`config.mk`:
```
export PLATFORM = sky130hd
export DESIGN_NAME = letter_keyed_number_parser_flat
export DESIGN_NICKNAME = d
export VERILOG_FILES = /design/src/rtl/lknp_pkg.sv /design/src/rtl/lknp_in_if.sv /design/src/rtl/lknp_out_if.sv /design/src/rtl/letter_keyed_number_parser.sv /design/src/rtl/lknp_front.sv /design/src/rtl/lknp_queue.sv /design/src/rtl/lknp_back.sv /design/src/flat_wrapper.sv
export VERILOG_INCLUDE_DIRS = /design/src /design/src/rtl
export SDC_FILE = /design/constraint.sdc
export NUM_CORES = 1
export LEC_CHECK = 0
export BUFFER_PORTS_ARGS = -buffer_cell sky130_fd_sc_hd__buf_2
export CAP_MARGIN = 20
export CORE_MARGIN = 2
export CORE_UTILIZATION = 56
export CTS_BUF_LIST = sky130_fd_sc_hd__clkbuf_4
export DETAILED_ROUTE_END_ITERATION = 10
export GPL_TIMING_DRIVEN = 0
export MAX_ROUTING_LAYER = met4
export PLACE_DENSITY = 0.79
export SYNTH_ARGS = -nofsm -noshare
export SYNTH_HDL_FRONTEND = slang
export SYNTH_SLANG_ARGS = --single-unit
```
`constraint.sdc`:
```
create_clock -name clk -period 4.2 [get_ports clk]
set_input_delay 0.21 -clock clk [delete_from_list [all_inputs] [get_ports clk]]
set_output_delay 0.21 -clock clk [all_outputs]
set_load 0.02 [all_outputs]
```
`src/rtl/assert_macros.svh`:
```
// ============================================================================
// assertion macros
// shared concurrent assertion forms, clocked on clk with active-low reset
// ============================================================================
`ifndef ASSERT_MACROS_SVH
`define ASSERT_MACROS_SVH

// same-cycle implication
`define ASSERT_IMPLY(lbl, ante, cons, msg) \
    lbl: assert property (@(posedge clk) disable iff (!rst_n) (ante) |-> (cons)) \
        else $error(msg);

// next-cycle implication
`define ASSERT_NEXT(lbl, ante, cons, msg) \
    lbl: assert property (@(posedge clk) disable iff (!rst_n) (ante) |=> (cons)) \
        else $error(msg);

`endif

```
`src/rtl/lknp_pkg.sv`:
```
// ============================================================================
// lknp_pkg
// types and constants of the key letter settings parser
// ============================================================================
`default_nettype none

package lknp_pkg;

    localparam int CHAR_W   = 8;
    localparam int DIGIT_W  = 4;
    localparam int OUT_W    = 16;
    localparam int STATUS_W = 3;

    localparam logic [CHAR_W-1:0] CHAR_SPACE   = 8'h20;
    localparam logic [CHAR_W-1:0] CHAR_ZERO    = 8'h30;
    localparam logic [CHAR_W-1:0] CHAR_NINE    = 8'h39;
    localparam logic [CHAR_W-1:0] CHAR_UPPER_A = 8'h41;
    localparam logic [CHAR_W-1:0] CHAR_UPPER_F = 8'h46;
    localparam logic [CHAR_W-1:0] CHAR_UPPER_D = 8'h44;
    localparam logic [CHAR_W-1:0] CHAR_UPPER_H = 8'h48;
    localparam logic [CHAR_W-1:0] CHAR_UPPER_I = 8'h49;
    localparam logic [CHAR_W-1:0] CHAR_LOWER_A = 8'h61;
    localparam logic [CHAR_W-1:0] CHAR_LOWER_Z = 8'h7A;
    localparam logic [CHAR_W-1:0] CASE_OFFSET  = 8'h20;
    localparam logic [CHAR_W-1:0] HEX_LETTER_BASE = 8'd10;

    localparam int QUEUE_DEPTH = 2;
    localparam int QUEUE_PTR_W = $clog2(QUEUE_DEPTH);
    localparam int QUEUE_CNT_W = $clog2(QUEUE_DEPTH + 1);

    // parse mode, field modes double as the error status codes
    typedef enum logic [STATUS_W-1:0] {
        MODE_IDLE  = 3'd0,
        MODE_PORT  = 3'd1,
        MODE_IRQ   = 3'd2,
        MODE_DMA8  = 3'd3,
        MODE_DMA16 = 3'd4,
        MODE_STOP  = 3'd5
    } mode_t;

    localparam logic [STATUS_W-1:0] STATUS_OK = 3'd0;

    typedef enum logic [2:0] {
        KEY_NONE,
        KEY_PORT,
        KEY_IRQ,
        KEY_DMA8,
        KEY_DMA16
    } key_t;

    // classified character
    typedef struct packed {
        key_t               key;
        logic               is_space;
        logic               hex_ok;
        logic               dec_ok;
        logic [DIGIT_W-1:0] digit;
        logic               is_final;
    } cmd_t;

endpackage

`default_nettype wire

```
`src/rtl/lknp_in_if.sv`:
```
// ============================================================================
// lknp_in_if
// character channel: one settings character per item, final flag on the last
// ============================================================================
`default_nettype none

interface lknp_in_if
    import lknp_pkg::*;
();
    logic              valid;
    logic              ready;
    logic [CHAR_W-1:0] char_in;
    logic              is_final;

    modport source (output valid, output char_in, output is_final, input ready);
    modport sink (input valid, input char_in, input is_final, output ready);
endinterface

`default_nettype wire

```
`src/rtl/lknp_out_if.sv`:
```
// ============================================================================
// lknp_out_if
// result channel: parsed values and status of one settings string
// ============================================================================
`default_nettype none

interface lknp_out_if
    import lknp_pkg::*;
();
    logic                valid;
    logic                ready;
    logic [OUT_W-1:0]    port_value;
    logic [OUT_W-1:0]    irq_value;
    logic [OUT_W-1:0]    dma8_value;
    logic [OUT_W-1:0]    dma16_value;
    logic [STATUS_W-1:0] status;

    modport source (output valid, output port_value, output irq_value,
                    output dma8_value, output dma16_value, output status,
                    input ready);
    modport sink (input valid, input port_value, input irq_value,
                  input dma8_value, input dma16_value, input status,
                  output ready);
endinterface

`default_nettype wire

```
`src/rtl/letter_keyed_number_parser.sv`:
```
// ============================================================================
// letter_keyed_number_parser
// key letter settings string parser: hex port, decimal irq, dma8 and dma16
// ============================================================================
//
//  channel | dir | items                          | ends when
//  --------+-----+--------------------------------+---------------------------
//  chars   | in  | one character, final flag      | every character
//  result  | out | four values and status         | once per final character
//
//  one character per cycle sustained while the result is not stalled; a
//  character reaches the field engine through a registered two-item queue
//  result appears the cycle after the final character leaves the queue
//  a stalled result holds the field engine; characters still queue up to two
//  reset clears parse state, queue and result valid at once
// ----------------------------------------------------------------------------
`default_nettype none
`include "assert_macros.svh"

module letter_keyed_number_parser
    import lknp_pkg::*;
#(
    parameter int VALUE_WIDTH = 16
)
(
    input  logic        clk,
    input  logic        rst_n,
    lknp_in_if.sink     chars,
    lknp_out_if.source  result
);

    cmd_t front_cmd;
    logic front_valid;
    logic front_ready;
    cmd_t q_cmd;
    logic q_valid;
    logic q_ready;

    lknp_front u_front (
        .chars     (chars),
        .cmd       (front_cmd),
        .cmd_valid (front_valid),
        .cmd_ready (front_ready)
    );

    lknp_queue u_queue (
        .clk        (clk),
        .rst_n      (rst_n),
        .push_data  (front_cmd),
        .push_valid (front_valid),
        .push_ready (front_ready),
        .pop_data   (q_cmd),
        .pop_valid  (q_valid),
        .pop_ready  (q_ready)
    );

    lknp_back #(
        .VALUE_WIDTH (VALUE_WIDTH)
    ) u_back (
        .clk       (clk),
        .rst_n     (rst_n),
        .cmd       (q_cmd),
        .cmd_valid (q_valid),
        .cmd_ready (q_ready),
        .result    (result)
    );

    `ASSERT_IMPLY(a_full_not_empty, !chars.ready, q_valid, "queue full yet empty")
    `ASSERT_IMPLY(a_stall_holds_back, result.valid && !result.ready, !q_ready,
                  "field engine runs over a stalled result")
    `ASSERT_NEXT(a_final_gives_result, q_valid && q_ready && q_cmd.is_final,
                 result.valid, "final character gave no result")
    `ASSERT_IMPLY(a_status_range, result.valid, result.status <= MODE_DMA16,
                  "status out of range")

endmodule

`default_nettype wire

```
`src/rtl/lknp_front.sv`:
```
// ============================================================================
// lknp_front
// classifies each character: key letter, space, hex and decimal digit value
// ============================================================================
`default_nettype none

module lknp_front
    import lknp_pkg::*;
(
    lknp_in_if.sink     chars,
    output cmd_t        cmd,
    output logic        cmd_valid,
    input  logic        cmd_ready
);

    logic [CHAR_W-1:0] upper;
    logic [CHAR_W-1:0] num_off;
    logic [CHAR_W-1:0] let_off;
    logic              is_num;
    logic              is_hex_letter;

    assign cmd_valid   = chars.valid;
    assign chars.ready = cmd_ready;

    always_comb
    begin
        if (chars.char_in >= CHAR_LOWER_A && chars.char_in <= CHAR_LOWER_Z)
        begin
            upper = chars.char_in - CASE_OFFSET;
        end
        else
        begin
            upper = chars.char_in;
        end

        is_num        = (upper >= CHAR_ZERO) && (upper <= CHAR_NINE);
        is_hex_letter = (upper >= CHAR_UPPER_A) && (upper <= CHAR_UPPER_F);
        num_off       = upper - CHAR_ZERO;
        let_off       = upper - CHAR_UPPER_A + HEX_LETTER_BASE;

        cmd.key = KEY_NONE;
        case (upper)
            CHAR_UPPER_A: cmd.key = KEY_PORT;
            CHAR_UPPER_I: cmd.key = KEY_IRQ;
            CHAR_UPPER_D: cmd.key = KEY_DMA8;
            CHAR_UPPER_H: cmd.key = KEY_DMA16;
            default:      cmd.key = KEY_NONE;
        endcase

        cmd.is_space = (chars.char_in == CHAR_SPACE);
        cmd.dec_ok   = is_num;
        cmd.hex_ok   = is_num || is_hex_letter;
        cmd.digit    = is_num ? num_off[DIGIT_W-1:0] : let_off[DIGIT_W-1:0];
        cmd.is_final = chars.is_final;
    end

endmodule

`default_nettype wire

```
`src/rtl/lknp_queue.sv`:
```
// ============================================================================
// lknp_queue
// short command queue between the classifier and the field engine
// ============================================================================
`default_nettype none

module lknp_queue
    import lknp_pkg::*;
(
    input  logic clk,
    input  logic rst_n,
    input  cmd_t push_data,
    input  logic push_valid,
    output logic push_ready,
    output cmd_t pop_data,
    output logic pop_valid,
    input  logic pop_ready
);

    cmd_t                   mem [QUEUE_DEPTH];
    logic [QUEUE_PTR_W-1:0] wr_ptr_reg;
    logic [QUEUE_PTR_W-1:0] wr_ptr_next;
    logic [QUEUE_PTR_W-1:0] rd_ptr_reg;
    logic [QUEUE_PTR_W-1:0] rd_ptr_next;
    logic [QUEUE_CNT_W-1:0] count_reg;
    logic [QUEUE_CNT_W-1:0] count_next;
    logic                   push;
    logic                   pop;

    assign push_ready = (count_reg != QUEUE_CNT_W'(QUEUE_DEPTH));
    assign pop_valid  = (count_reg != '0);
    assign push       = push_valid && push_ready;
    assign pop        = pop_valid && pop_ready;
    assign pop_data   = mem[rd_ptr_reg];

    always_comb
    begin
        wr_ptr_next = wr_ptr_reg;
        rd_ptr_next = rd_ptr_reg;
        count_next  = count_reg;
        if (push)
        begin
            wr_ptr_next = (wr_ptr_reg == QUEUE_PTR_W'(QUEUE_DEPTH - 1)) ? '0
                          : wr_ptr_reg + 1'b1;
        end
        if (pop)
        begin
            rd_ptr_next = (rd_ptr_reg == QUEUE_PTR_W'(QUEUE_DEPTH - 1)) ? '0
                          : rd_ptr_reg + 1'b1;
        end
        if (push && !pop)
        begin
            count_next = count_reg + 1'b1;
        end
        else if (pop && !push)
        begin
            count_next = count_reg - 1'b1;
        end
    end

    always_ff @(posedge clk or negedge rst_n)
    begin
        if (!rst_n)
        begin
            wr_ptr_reg <= '0;
            rd_ptr_reg <= '0;
            count_reg  <= '0;
        end
        else
        begin
            wr_ptr_reg <= wr_ptr_next;
            rd_ptr_reg <= rd_ptr_next;
            count_reg  <= count_next;
        end
    end

    always_ff @(posedge clk)
    begin
        if (push)
        begin
            mem[wr_ptr_reg] <= push_data;
        end
    end

endmodule

`default_nettype wire

```
`src/rtl/lknp_back.sv`:
```
// ============================================================================
// lknp_back
// field engine: parse mode, value accumulators, error code and result register
// ============================================================================
`default_nettype none

module lknp_back
    import lknp_pkg::*;
#(
    parameter int VALUE_WIDTH = 16
)
(
    input  logic        clk,
    input  logic        rst_n,
    input  cmd_t        cmd,
    input  logic        cmd_valid,
    output logic        cmd_ready,
    lknp_out_if.source  result
);

    localparam int SUM_W = VALUE_WIDTH + DIGIT_W;

    mode_t                  mode_reg;
    mode_t                  mode_next;
    logic [VALUE_WIDTH-1:0] port_reg;
    logic [VALUE_WIDTH-1:0] port_next;
    logic [VALUE_WIDTH-1:0] irq_reg;
    logic [VALUE_WIDTH-1:0] irq_next;
    logic [VALUE_WIDTH-1:0] dma8_reg;
    logic [VALUE_WIDTH-1:0] dma8_next;
    logic [VALUE_WIDTH-1:0] dma16_reg;
    logic [VALUE_WIDTH-1:0] dma16_next;
    logic [STATUS_W-1:0]    err_reg;
    logic [STATUS_W-1:0]    err_next;
    logic                   res_valid_reg;
    logic                   res_valid_next;
    logic [OUT_W-1:0]       res_port_reg;
    logic [OUT_W-1:0]       res_irq_reg;
    logic [OUT_W-1:0]       res_dma8_reg;
    logic [OUT_W-1:0]       res_dma16_reg;
    logic [STATUS_W-1:0]    res_status_reg;
    logic [OUT_W-1:0]       ext_port;
    logic [OUT_W-1:0]       ext_irq;
    logic [OUT_W-1:0]       ext_dma8;
    logic [OUT_W-1:0]       ext_dma16;
    logic [VALUE_WIDTH-1:0] sel_acc;
    logic [VALUE_WIDTH-1:0] hex_acc;
    logic [SUM_W-1:0]       dec_sum;
    logic [VALUE_WIDTH-1:0] new_acc;
    logic                   digit_ok;
    logic                   take;

    assign cmd_ready = !res_valid_reg || result.ready;
    assign take      = cmd_valid && cmd_ready;

    // current field accumulator and its update
    always_comb
    begin
        case (mode_reg)
            MODE_PORT:  sel_acc = port_reg;
            MODE_IRQ:   sel_acc = irq_reg;
            MODE_DMA8:  sel_acc = dma8_reg;
            default:    sel_acc = dma16_reg;
        endcase
        hex_acc  = {sel_acc[VALUE_WIDTH-DIGIT_W-1:0], cmd.digit};
        dec_sum  = ({{DIGIT_W{1'b0}}, sel_acc} << 3) + ({{DIGIT_W{1'b0}}, sel_acc} << 1)
                   + {{VALUE_WIDTH{1'b0}}, cmd.digit};
        digit_ok = (mode_reg == MODE_PORT) ? cmd.hex_ok : cmd.dec_ok;
        new_acc  = (mode_reg == MODE_PORT) ? hex_acc : dec_sum[VALUE_WIDTH-1:0];
    end

    always_comb
    begin
        mode_next  = mode_reg;
        port_next  = port_reg;
        irq_next   = irq_reg;
        dma8_next  = dma8_reg;
        dma16_next = dma16_reg;
        err_next   = err_reg;
        if (take)
        begin
            case (mode_reg)
                MODE_STOP:
                begin
                    mode_next = MODE_STOP;
                end
                MODE_IDLE:
                begin
                    case (cmd.key)
                        KEY_PORT:
                        begin
                            mode_next = MODE_PORT;
                            port_next = '0;
                        end
                        KEY_IRQ:
                        begin
                            mode_next = MODE_IRQ;
                            irq_next  = '0;
                        end
                        KEY_DMA8:
                        begin
                            mode_next = MODE_DMA8;
                            dma8_next = '0;
                        end
                        KEY_DMA16:
                        begin
                            mode_next  = MODE_DMA16;
                            dma16_next = '0;
                        end
                        default:
                        begin
                            mode_next = MODE_IDLE;
                        end
                    endcase
                end
                default:
                begin
                    if (cmd.is_space)
                    begin
                        mode_next = MODE_IDLE;
                    end
                    else if (!digit_ok)
                    begin
                        err_next  = mode_reg;
                        mode_next = MODE_STOP;
                    end
                    else
                    begin
                        case (mode_reg)
                            MODE_PORT:  port_next  = new_acc;
                            MODE_IRQ:   irq_next   = new_acc;
                            MODE_DMA8:  dma8_next  = new_acc;
                            default:    dma16_next = new_acc;
                        endcase
                    end
                end
            endcase
        end
    end

    // values as seen on the result channel
    generate
        if (VALUE_WIDTH >= OUT_W)
        begin : g_trunc
            assign ext_port  = port_next[OUT_W-1:0];
            assign ext_irq   = irq_next[OUT_W-1:0];
            assign ext_dma8  = dma8_next[OUT_W-1:0];
            assign ext_dma16 = dma16_next[OUT_W-1:0];
        end
        else
        begin : g_zext
            assign ext_port  = {{(OUT_W-VALUE_WIDTH){1'b0}}, port_next};
            assign ext_irq   = {{(OUT_W-VALUE_WIDTH){1'b0}}, irq_next};
            assign ext_dma8  = {{(OUT_W-VALUE_WIDTH){1'b0}}, dma8_next};
            assign ext_dma16 = {{(OUT_W-VALUE_WIDTH){1'b0}}, dma16_next};
        end
    endgenerate

    always_comb
    begin
        if (take && cmd.is_final)
        begin
            res_valid_next = 1'b1;
        end
        else if (result.ready)
        begin
            res_valid_next = 1'b0;
        end
        else
        begin
            res_valid_next = res_valid_reg;
        end
    end

    always_ff @(posedge clk or negedge rst_n)
    begin
        if (!rst_n)
        begin
            mode_reg      <= MODE_IDLE;
            port_reg      <= '0;
            irq_reg       <= '0;
            dma8_reg      <= '0;
            dma16_reg     <= '0;
            err_reg       <= STATUS_OK;
            res_valid_reg <= 1'b0;
        end
        else
        begin
            res_valid_reg <= res_valid_next;
            if (take && cmd.is_final)
            begin
                // string done, back to the reset state
                mode_reg  <= MODE_IDLE;
                port_reg  <= '0;
                irq_reg   <= '0;
                dma8_reg  <= '0;
                dma16_reg <= '0;
                err_reg   <= STATUS_OK;
            end
            else
            begin
                mode_reg  <= mode_next;
                port_reg  <= port_next;
                irq_reg   <= irq_next;
                dma8_reg  <= dma8_next;
                dma16_reg <= dma16_next;
                err_reg   <= err_next;
            end
        end
    end

    always_ff @(posedge clk)
    begin
        if (take && cmd.is_final)
        begin
            res_port_reg   <= ext_port;
            res_irq_reg    <= ext_irq;
            res_dma8_reg   <= ext_dma8;
            res_dma16_reg  <= ext_dma16;
            res_status_reg <= err_next;
        end
    end

    assign result.valid       = res_valid_reg;
    assign result.port_value  = res_port_reg;
    assign result.irq_value   = res_irq_reg;
    assign result.dma8_value  = res_dma8_reg;
    assign result.dma16_value = res_dma16_reg;
    assign result.status      = res_status_reg;

endmodule

`default_nettype wire
```
`src/flat_wrapper.sv`:
```
// flat-port wrapper written by rule: the top's interface ports become plain ports
module letter_keyed_number_parser_flat import lknp_pkg::*;
#(
    parameter int VALUE_WIDTH = 16
)
  (clk, rst_n, chars_valid, chars_char_in, chars_is_final, chars_ready, result_valid, result_port_value, result_irq_value, result_dma8_value, result_dma16_value, result_status, result_ready);
  lknp_in_if chars_i ();
  lknp_out_if result_i ();
  input  logic clk;
  input  logic rst_n;
  input wire logic [$bits(chars_i.valid)-1:0] chars_valid;
  input wire logic [$bits(chars_i.char_in)-1:0] chars_char_in;
  input wire logic [$bits(chars_i.is_final)-1:0] chars_is_final;
  output wire logic [$bits(chars_i.ready)-1:0] chars_ready;
  output wire logic [$bits(result_i.valid)-1:0] result_valid;
  output wire logic [$bits(result_i.port_value)-1:0] result_port_value;
  output wire logic [$bits(result_i.irq_value)-1:0] result_irq_value;
  output wire logic [$bits(result_i.dma8_value)-1:0] result_dma8_value;
  output wire logic [$bits(result_i.dma16_value)-1:0] result_dma16_value;
  output wire logic [$bits(result_i.status)-1:0] result_status;
  input wire logic [$bits(result_i.ready)-1:0] result_ready;
  assign chars_i.valid = chars_valid;
  assign chars_i.char_in = chars_char_in;
  assign chars_i.is_final = chars_is_final;
  assign chars_ready = chars_i.ready;
  assign result_valid = result_i.valid;
  assign result_port_value = result_i.port_value;
  assign result_irq_value = result_i.irq_value;
  assign result_dma8_value = result_i.dma8_value;
  assign result_dma16_value = result_i.dma16_value;
  assign result_status = result_i.status;
  assign result_i.ready = result_ready;
  letter_keyed_number_parser #(.VALUE_WIDTH(VALUE_WIDTH)) u_core (.clk(clk), .rst_n(rst_n), .chars(chars_i), .result(result_i));
endmodule
```
# == Word level (Yosys, flattened, before mapping) ==
# Memories as Yosys holds them, arrays and structs flattened.
# Index checks and enable logic that the tools add are counted.
# totals
ramBits,22
in_bits,13
elab_cells,121
memories,1
output_inout_bits,69
ff_bits,142
# memory_table
memory,words,word_bits,rd,rd_ports_with_merged_regs,wr,line,source
u_core.u_queue.mem,2,11,1,0,1,lknp_queue.sv:20,cmd_t mem [QUEUE_DEPTH];
# classes
n_lt_le_gt_ge,6
mux,53
n_eq_ne,15
addsub,10
n_reduce_logical,21
# op_table
operator,count
16-bit two-way mux,25
16-bit one-hot mux with 2 select lines,4
15-bit one-hot mux with 3 select lines,1
8-bit by 7-bit equality test with 1-bit output (second input constant),4
3-bit two-way mux,9
3-bit one-hot mux with 4 select lines,2
16-bit adder,1
16-bit by 4-bit adder with 16-bit output,1
8-bit by 7-bit >= comparator with 1-bit output (second input constant),2
8-bit by 7-bit less-or-equal comparator with 1-bit output (second input constant),2
3-bit by 2-bit equality test with 1-bit output (second input constant),4
8-bit by 6-bit equality test with 1-bit output (second input constant),1
8-bit by 6-bit >= comparator with 1-bit output (second input constant),1
8-bit by 6-bit less-or-equal comparator with 1-bit output (second input constant),1
1-bit logical AND,8
8-bit two-way mux,1
2-bit nonzero test,4
4-bit by 1-bit subtractor with 4-bit output (second input constant),2
8-bit by 6-bit subtractor with 8-bit output (second input constant),1
1-bit two-way mux,7
3-bit by 1-bit equality test with 1-bit output (second input constant),2
3-bit equality test (second input constant),2
3-bit one-hot mux with 2 select lines,1
5-bit by 1-bit != test with 1-bit output (second input constant),1
other kinds (13),18

# == Longest topological paths before layout ==
# Gate-level depths: netlist of run 1.
# depth
depth_word,11
ltp_mapped,18

# == Hierarchy ==
# Synthesis of run 1 repeated with hierarchy kept, for this count alone.
# unflattened
cells_unflattened,742
area_unflattened_um2,8543.2
# modules_own_cells
module,area_each_um2,instances,cells_per_inst,seq_area_each_um2
lknp_back,7218.2,1,646,3788.6
lknp_queue,1003.5,1,52,760.7
lknp_front,321.6,1,44,0.0

# == Least setup slack after synthesis of run 1 ==
# Ideal clock, no wire load.
# synth_timing
kind,reg-to-reg
start,register u_core.u_back.mode_reg[0]
end,register u_core.u_back.res_dma16_reg[15] (netlist: u_core.u_back.result.dma16_value[15]) (data pin)
period_less_slack_ps,3980
arrival_ps,3722
path_slack_ps,220
stages_incl_launch_ff,15
t_required_ps,3942
path_buffers,2
path_cell_list,dfrtp_1 > buf_6 > buf_2 > mux2_2 > a221oi_1 > xnor2_1 > ha_1 > ha_1 > a211oi_1 > o211ai_1 > a41oi_1 > o21ai_0 > or3_4 > a32oi_1 > inv_1
# synth_between
elab_chain_len,10
word_cells_on_any_way,16
cone_classes,2 x add/sub; 4 x eq/ne; 8 x mux; 2 x reduce/logical
# synth_rtl
element,line,source
from (decl),lknp_back.sv:23,mode_t mode_reg;
from (signal assigned),lknp_back.sv:202,mode_reg <= mode_next;
3-bit by 2-bit equality test with 1-bit output / 3-bit by 1-bit equality test with 1-bit output (equally long branches),--,
15-bit one-hot mux with 3 select lines,lknp_back.sv:59,case (mode_reg)
16-bit adder,lknp_back.sv:66,"dec_sum = ({{DIGIT_W{1'b0}}, sel_acc} << 3) + ({{DIGIT_W{1'b0}}, sel_acc} << 1)"
16-bit by 4-bit adder with 16-bit output,lknp_back.sv:67,"+ {{VALUE_WIDTH{1'b0}}, cmd.digit};"
16-bit two-way mux,lknp_back.sv:69,new_acc = (mode_reg == MODE_PORT) ? hex_acc : dec_sum[VALUE_WIDTH-1:0];
16-bit two-way mux,lknp_back.sv:129,case (mode_reg)
16-bit two-way mux,lknp_back.sv:122,else if (!digit_ok)
16-bit two-way mux,lknp_back.sv:118,if (cmd.is_space)
16-bit one-hot mux with 2 select lines (*),lknp_back.sv:82,case (mode_reg)
16-bit two-way mux (*),lknp_back.sv:80,if (take)
via u_core.u_back.dma16_next[15],lknp_back.sv:32,logic [VALUE_WIDTH-1:0] dma16_next;
to (signal assigned),lknp_back.sv:219,res_dma16_reg <= ext_dma16;
to (decl),lknp_back.sv:40,logic [OUT_W-1:0] res_dma16_reg;
# The timed path passes the listed nets; every way through them passes the cells marked *.
# A chain may end at the register's enable or synchronous reset.

# == Worst setup path in the final report of run 1 ==
# layout_timing
start,register u_core.u_back.mode_reg[0]
end,register u_core.u_back.res_dma8_reg[15] (netlist: u_core.u_back.result.dma8_value[15]) (data pin)
# layout_between
elab_chain_len,10
word_cells_on_any_way,15
cone_classes,2 x add/sub; 4 x eq/ne; 8 x mux; 1 x reduce/logical
# layout_rtl
element,line,source
"3-bit by 2-bit equality test with 1-bit output, or another cell as far along","lknp_back.sv:59, lknp_back.sv:129",
15-bit one-hot mux with 3 select lines,lknp_back.sv:59,
16-bit adder,lknp_back.sv:66,
16-bit by 4-bit adder with 16-bit output,lknp_back.sv:67,
16-bit two-way mux,lknp_back.sv:69,
16-bit two-way mux,lknp_back.sv:129,
16-bit two-way mux,lknp_back.sv:122,
16-bit two-way mux,lknp_back.sv:118,
16-bit one-hot mux with 2 select lines (*),lknp_back.sv:82,
16-bit two-way mux (*),lknp_back.sv:80,
via u_core.u_back.dma8_next[15],lknp_back.sv:30,logic [VALUE_WIDTH-1:0] dma8_next;
to (signal assigned),lknp_back.sv:218,res_dma8_reg <= ext_dma8;
to (decl),lknp_back.sv:39,logic [OUT_W-1:0] res_dma8_reg;
# Marks and branches as above.

==> results of run 1 <==
[final cells by class]
type	instances	share of cell area (%)
timing repair buffer	103	6.21
antenna	1	0.0259
clock buffer	17	1.32
clock inverter	15	1.85
tap	184	2.38
multi-input combinational	518	38.2
inverter	19	0.738
sequential	164	47.1
buffer	37	2.21
[cell usage after synthesis (3+ instances only)]
library cell and instances:
xnor2_1 11, ha_1 33, nor2b_1 19, edfxtp_1 89
a22oi_1 13, nand2b_1 11, nor4b_1 3, o21ai_0 33
o211ai_1 4, a2bb2oi_1 7, and3_1 6, a21o_1 17
xor2_1 6, mux2_2 18, nand2_1 46, inv_1 18
o21a_1 6, nor3_1 14, buf_2 9, a21oi_1 42
mux2i_1 16, a32o_1 3, dfrtp_1 75, and2_1 47
o21bai_1 3, a211oi_1 6, clkbuf_1 28, nand3_1 7
a22o_1 21, or3_1 4, o22ai_1 5, o21ai_1 4
nand4_1 4, a31oi_1 3, nor2_1 72, a32oi_1 3
[layer usage]
layer | GRT usage [%] | wire length [um]
met1 | 44.0 | 10300
met2 | 45.0 | 10500
met3 | 5.65 | 1470
met4 | 8.56 | 479
met5 | - | 0
[final timing paths]
kind                                        startpoint  cells past startpoint                             endpoint  slack, ns
max in group asynchronous                        rst_n                      3           u_core.u_back.dma16_reg[3]       3.55
hold / removal                                   rst_n                      2           u_core.u_back.port_reg[15]       0.04
setup / recovery             u_core.u_back.mode_reg[0]                     14  u_core.u_back.result.dma8_value[15]       0.07
hold reg to reg            u_core.u_queue.count_reg[1]                      1          u_core.u_queue.count_reg[1]       0.52
setup reg to reg             u_core.u_back.mode_reg[0]                     14  u_core.u_back.result.dma8_value[15]       0.07
min in group clk                      chars_char_in[0]                      2             u_core.u_queue.mem[1][1]       0.05
[power by group through the flow]
stage | Sequential, uW | Clock [uW] | Combinational [uW]
2_1_floorplan | 2760 | 0 | 1330
3_5_place_dp | 2430 | 0 | 2530
5_1_grt | 2450 | 1090 | 2990
4_1_cts | 2400 | 1030 | 2610
3_3_place_gp | 2440 | 0 | 2480
6_report | 2400 | 1020 | 2780
[cell families (layout without fill, tap and decap cells)]
| group | after synthesis | in the layout | synth area share (%) |
|---|---|---|---|
| fa+ha+maj | 34 | 34 | 5.24 |
| mux | 34 | 34 | 4.39 |
| flops | 164 | 164 | 55.1 |
| simple gates | 247 | 247 | 15.3 |
| other cells | 0 | 1 | 0 |
| buf+inv | 58 | 191 | 2.86 |
| compound gates | 186 | 186 | 15.4 |
| xor+xnor | 17 | 17 | 1.80 |
[timing repair]
item / CTS / global route
endpoints found under the hold margin: 79 / 0
hold buffers: 4 / 0
setup buffers: 5 / 12
setup endpoints to repair: 66 / 31
pin swaps: 4 / 16
gates resized for setup: 30 / 44
[through the flow]
step | total power [uW] | worst slack [ns] | TNS [ns]
CTS | 6030 | -0.00247 | -0.00247
finish | 6200 | 0.0724 | 0
global placement | 4920 | -0.959 | -32.03
floorplan | 4090 | 0.220 | 0
global route | 6540 | -0.0330 | -0.0594
detailed placement | 4960 | -0.991 | -25.78
==> results.yml, run 1 <==
die:
  die_area_um2: 15700
  start_util_pct: 57.1
  core_um2: 14500
  io_pins: 82
  die_h_um: 125
  die_w_um: 125
  rows: 44
yosys:
  synth_area_per_cell_um2: 11.2
  syn-num-nets: 787
  yosys_warnings: 0
  ys_seq_area_share_pct: 55.1
  yosys-top-cells-area: "edfxtp_1, dfrtp_1, ha_1, and2_1, nor2_1"
  synth_cell_type_count: 70
  synth_top_cell_area_share_pct: 32.3
  synthesis.area_um2: 8260
  synthCells: 740
  ys.flop_type: "edfxtp_1"
  async_flop_share_pct: 45.7
  synth_seq_cells: 164
  synth_enable_flop_cells: 89
  yosys.area.top_type: "edfxtp_1"
power:
  peakVddDrop_v: 0.000357
  combPwrFrac_pct: 44.9
  p_leak_uw: 0.00440
  clock_power_share_pct: 16.4
  p_seq_share_pct: 38.7
  internal_power_uw: 3540
  switchingPower_uw: 2670
  power.density_nw_per_um2: 642
  switching_share_pct: 43.0
timing:
  fin_skew_ns: 0.0229
  whs_ns: 0.0440
  hold_viol: 0
  max_freq_mhz: 242
  slew_headroom_pct: 31.2
  setup_violations: 0
  period_needed_ns: 4.13
  max_slew.worst_pin.slew_ns: 1.03
  report.final.slew_viol_count: 0
  period_share_pct: 98.3
final_layout:
  fill_cells: 1153
  regArea_um2: 4550
  multi_input_area_um2: 3690
  syn_to_final_growth_pct: 17.0
  final_nets: 907
  layout_common_cells: "edfxtp_1, buf_2, dfrtp_1, nor2_1"
  drive_above_1_share_pct: 23.6
  final_cells: 1058
  largest_reg_flops: 22
  layout_commonest_cell: "edfxtp_1"
  final_area_um2: 9670
  fin_util_pct: 66.8
  largest_register: "u_core.u_queue.mem"
routing:
  post_drt_wl_per_cell_um: 21.5
  vias: 6481
  dr.pass1.iters: 5
  ant_nets: 0
  drc_errors: 0
  via_per_inst: 6.13
  routed_wl_mm: 22.8
  drt_iter0_markers: 727
global_route:
  grt_use_total_pct: 30.6
  grt_pass1_wl_mm: 36.0
  grt_pass1_vias: 6370
  grt_max_degree: 77
  antenna_found_initial: 1
  overflow: 0
critical_path:
  slowest_stage: "dfrtp_2"
  critPathMaxStageDelay_ns: 0.45
  critPathBufInv: 3
  worstPathArrival_ns: 4.46
  cp-end-kind: "flop"
  critical_path_required_ns: 4.53
  critPathKind: "flop to flop"
  path_cells: "buf_12 > clkbuf_2 > mux2_2 > a22oi_1 > o21ai_1 > ha_1 > ha_1 > a21oi_1 > nor2_1 > a211oi_1 > o21ai_2 > or3_4 > a32oi_2 > inv_1"
  path_delay_family: "compound AO/OA/AOI/OAI gates"
  path_max_fanout: 10
  cpMostUsedCell: "ha_1"
  start_kind: "flop"
cts:
  clk_pin_slew_worst_paths_ns: 0.15
  cts_max_level: 4
  cts_tree: "yes"
  worstSkewPairLatency_ns: 0.57
  cts_buffer_depth: 2
  cts_buffers: 17
  root_buffer: "clkbuf_4"
  cts.sinks: 164
run_status:
  status: "complete, no violations"
hold_path:
  hold_class: "input pin to asynchronous set/reset pin"
placed_design:
  routabilityCongestion: 0.946
  dp_hpwl_mm: 16.5
  dp.cells: 1006
  dpl_cell_area_um2: 8930
  port-buffer-count: 81
job:
  maxCapViolations: 0
Power figures use the tool's default switching activity.
==> run 2, diff against run 1 <==
--- a/config.mk
+++ b/config.mk
@@ -6,6 +6,7 @@
 export SDC_FILE = /design/constraint.sdc
 export NUM_CORES = 1
 export LEC_CHECK = 0
+export ABC_AREA = 1
 export BUFFER_PORTS_ARGS = -buffer_cell sky130_fd_sc_hd__buf_2
 export CAP_MARGIN = 20
 export CORE_MARGIN = 2
==> results.yml, run 2 <==
die:
  die_h_um: 128
  rows: 45
  core_um2: 15100
  die_area_um2: 16400
  die_w_um: 128
  start_util_pct: 57.0
  io_pins: 82
cts:
  root_buffer: "clkbuf_4"
  cts_buffers: 17
  worstSkewPairLatency_ns: 0.60
  cts_tree: "yes"
  clk_pin_slew_worst_paths_ns: 0.13
  cts.sinks: 164
  cts_max_level: 4
  cts_buffer_depth: 2
placed_design:
  routabilityCongestion: 0.989
  pre_cts_slack_ns: -0.583
  dpl_cell_area_um2: 9300
  port-buffer-count: 81
  dp_hpwl_mm: 15.8
final_layout:
  fill_cells: 1267
  layout_common_cells: "nand2_1, inv_1, edfxtp_1, buf_2, dfrtp_1"
  syn_to_final_growth_pct: 13.4
  largest_register: "u_core.u_queue.mem"
  final_nets: 1105
  largest_reg_flops: 22
  drive_above_1_share_pct: 19.0
  layout_commonest_cell: "nand2_1"
  final_area_um2: 9750
global_route:
  grt_max_degree: 68
  grt_pass1_vias: 6586
  overflow: 0
  grt_use_total_pct: 27.7
  antenna_found_initial: 1
  grt_pass1_wl_mm: 33.3
timing:
  max_freq_mhz: 248
  setup_violations: 0
  slew_headroom_pct: 22.5
  hold_viol: 0
  report.final.slew_viol_count: 0
  max_slew.worst_pin.slew_ns: 1.15
  fin_skew_ns: 0.0305
  period_share_pct: 96.2
  period_needed_ns: 4.04
  layout_setup_ws_ns: 0.161
critical_path:
  cp-end-kind: "flop"
  critPathKind: "flop to flop"
  path_cells: "clkbuf_4 > nor2_4 > nand2_2 > buf_6 > inv_1 > clkbuf_4 > buf_4 > nand2_1 > a31oi_4 > ha_1 > ha_1 > a21oi_1 > nand2_1 > a21boi_2 > o21ai_0 > nand3_1 > nand3_1 > nand3_1 > nand2_1"
  critPathMaxStageDelay_ns: 0.38
  slowest_stage: "dfrtp_1"
  path_delay_family: "simple AND/OR/NAND/NOR gates"
  critPathBufInv: 5
  path_max_fanout: 10
  critical_path_required_ns: 4.55
  start_kind: "flop"
  worstPathArrival_ns: 4.39
yosys:
  ys_seq_area_share_pct: 52.9
  syn-num-nets: 988
  yosys.area.top_type: "edfxtp_1"
  yosysMostFrequentCell: "nand2_1"
  synthCells: 941
  synthTopCellsByCount: "nand2_1, inv_1, edfxtp_1, dfrtp_1, nand3_1"
  yosys-top-cells-area: "edfxtp_1, dfrtp_1, nand2_1, inv_1, ha_1"
  synth_area_per_cell_um2: 9.14
  yosys_warnings: 0
  async_flop_share_pct: 45.7
  synth_enable_flop_cells: 89
  synthesis.area_um2: 8600
  ys.flop_type: "edfxtp_1"
  synth_seq_cells: 164
  synth_top_cell_area_share_pct: 31.1
  synth_cell_type_count: 50
routing:
  drt_iter0_markers: 619
  routed_wl_mm: 21.3
  vias: 7067
  post_drt_wl_per_cell_um: 16.9
  drc_errors: 0
  via_per_inst: 5.61
  dr.pass1.iters: 6
  ant_nets: 0
run_status:
  status: "complete, no violations"
hold_path:
  hold_class: "input pin to flop"
power:
  peakVddDrop_v: 0.000509
  power.density_nw_per_um2: 835
  p_leak_uw: 0.00467
job:
  maxCapViolations: 0
-- run 2: cell types whose count changed after synthesis, sizes merged, moves of 18 or more --
cell,before,now
a21oi,42,62
a22o,21,0
and2,47,1
inv,18,139
mux2,18,0
nand2,46,216
nand3,7,70
nor2b,19,0
-- run 2: where the power goes --
part	switching, uW	total (uW)	internal, uW
Clock	534	846	312
Sequential	182	2500	2320
Combinational	3380	4790	1420
Total	4090	8140	4050
-- run 2: per-layer routing --
metal	global-route usage (%)	vias to the layer above	part of all wire, %
met5	-	-	0
met4	11.4	0	3.6
met3	6.68	52	7.0
met2	44.3	289	47
met1	34.2	3313	42
li1	-	3413	-
-- run 2: timing repair --
item                                    in CTS  in global routing
pin swaps                                    0                  2
resized for setup                           10                 18
buffers inserted                             2                 10
hold buffers                                 4                  0
endpoints found under the setup margin      44                 36
hold endpoints to repair                    79                  0
-- run 2: logic make-up after synthesis --
| kind of cell | count (synthesis) | share of synthesized area, % |
|---|---|---|
| simple gates | 395 | 20.6 |
| compound gates | 168 | 12.1 |
| flops | 164 | 52.9 |
| fa+ha+maj | 34 | 5.03 |
| buf+inv | 166 | 7.91 |
| xor+xnor | 14 | 1.43 |
-- run 2: final cells by class --
class	instances	area, um2	share of cell area (%)
multi-input combinational	611	3430	35.1
clock inverter	11	88.8	0.911
clock buffer	21	158	1.62
tap	188	235	2.41
sequential	164	4550	46.7
inverter	141	538	5.52
antenna	1	2.50	0.0257
timing repair buffer	99	593	6.08
buffer	24	160	1.64
-- run 2: final timing paths --
check / from / to / slack, ns / depth (start not counted)
min in group asynchronous: rst_n / u_core.u_back.dma8_reg[12] / 0.05 / 2
worst min register to register: u_core.u_queue.count_reg[1] / u_core.u_queue.count_reg[1] / 0.53 / 1
worst max-delay path: u_core.u_back.mode_reg[1] / u_core.u_back.result.dma16_value[15] / 0.16 / 19
worst min-delay path: chars_char_in[0] / u_core.u_queue.mem[1][1] / 0.03 / 2
max in group asynchronous: rst_n / u_core.u_back.dma16_reg[1] / 3.55 / 3
worst max register to register: u_core.u_back.mode_reg[1] / u_core.u_back.result.dma16_value[15] / 0.16 / 19
-- run 2: metrics by stage --
| step | hold slack, ns | utilization, % | power [uW] | std cells | TNS (ns) |
|---|---|---|---|---|---|
| finish | 0.0282 | 64.6 | 8140 | 1260 | 0 |
| global route | 0.00599 | 64.6 | 8710 | 1260 | -0.00401 |
| floorplan | -0.0856 | - | 5730 | 941 | 0 |
| global placement | 0.399 | 61.2 | 7040 | 1210 | -49.35 |
| CTS | 0.00123 | 63.8 | 7990 | 1249 | 0 |
| detailed placement | 0.125 | 61.7 | 7100 | 1212 | -9.62 |
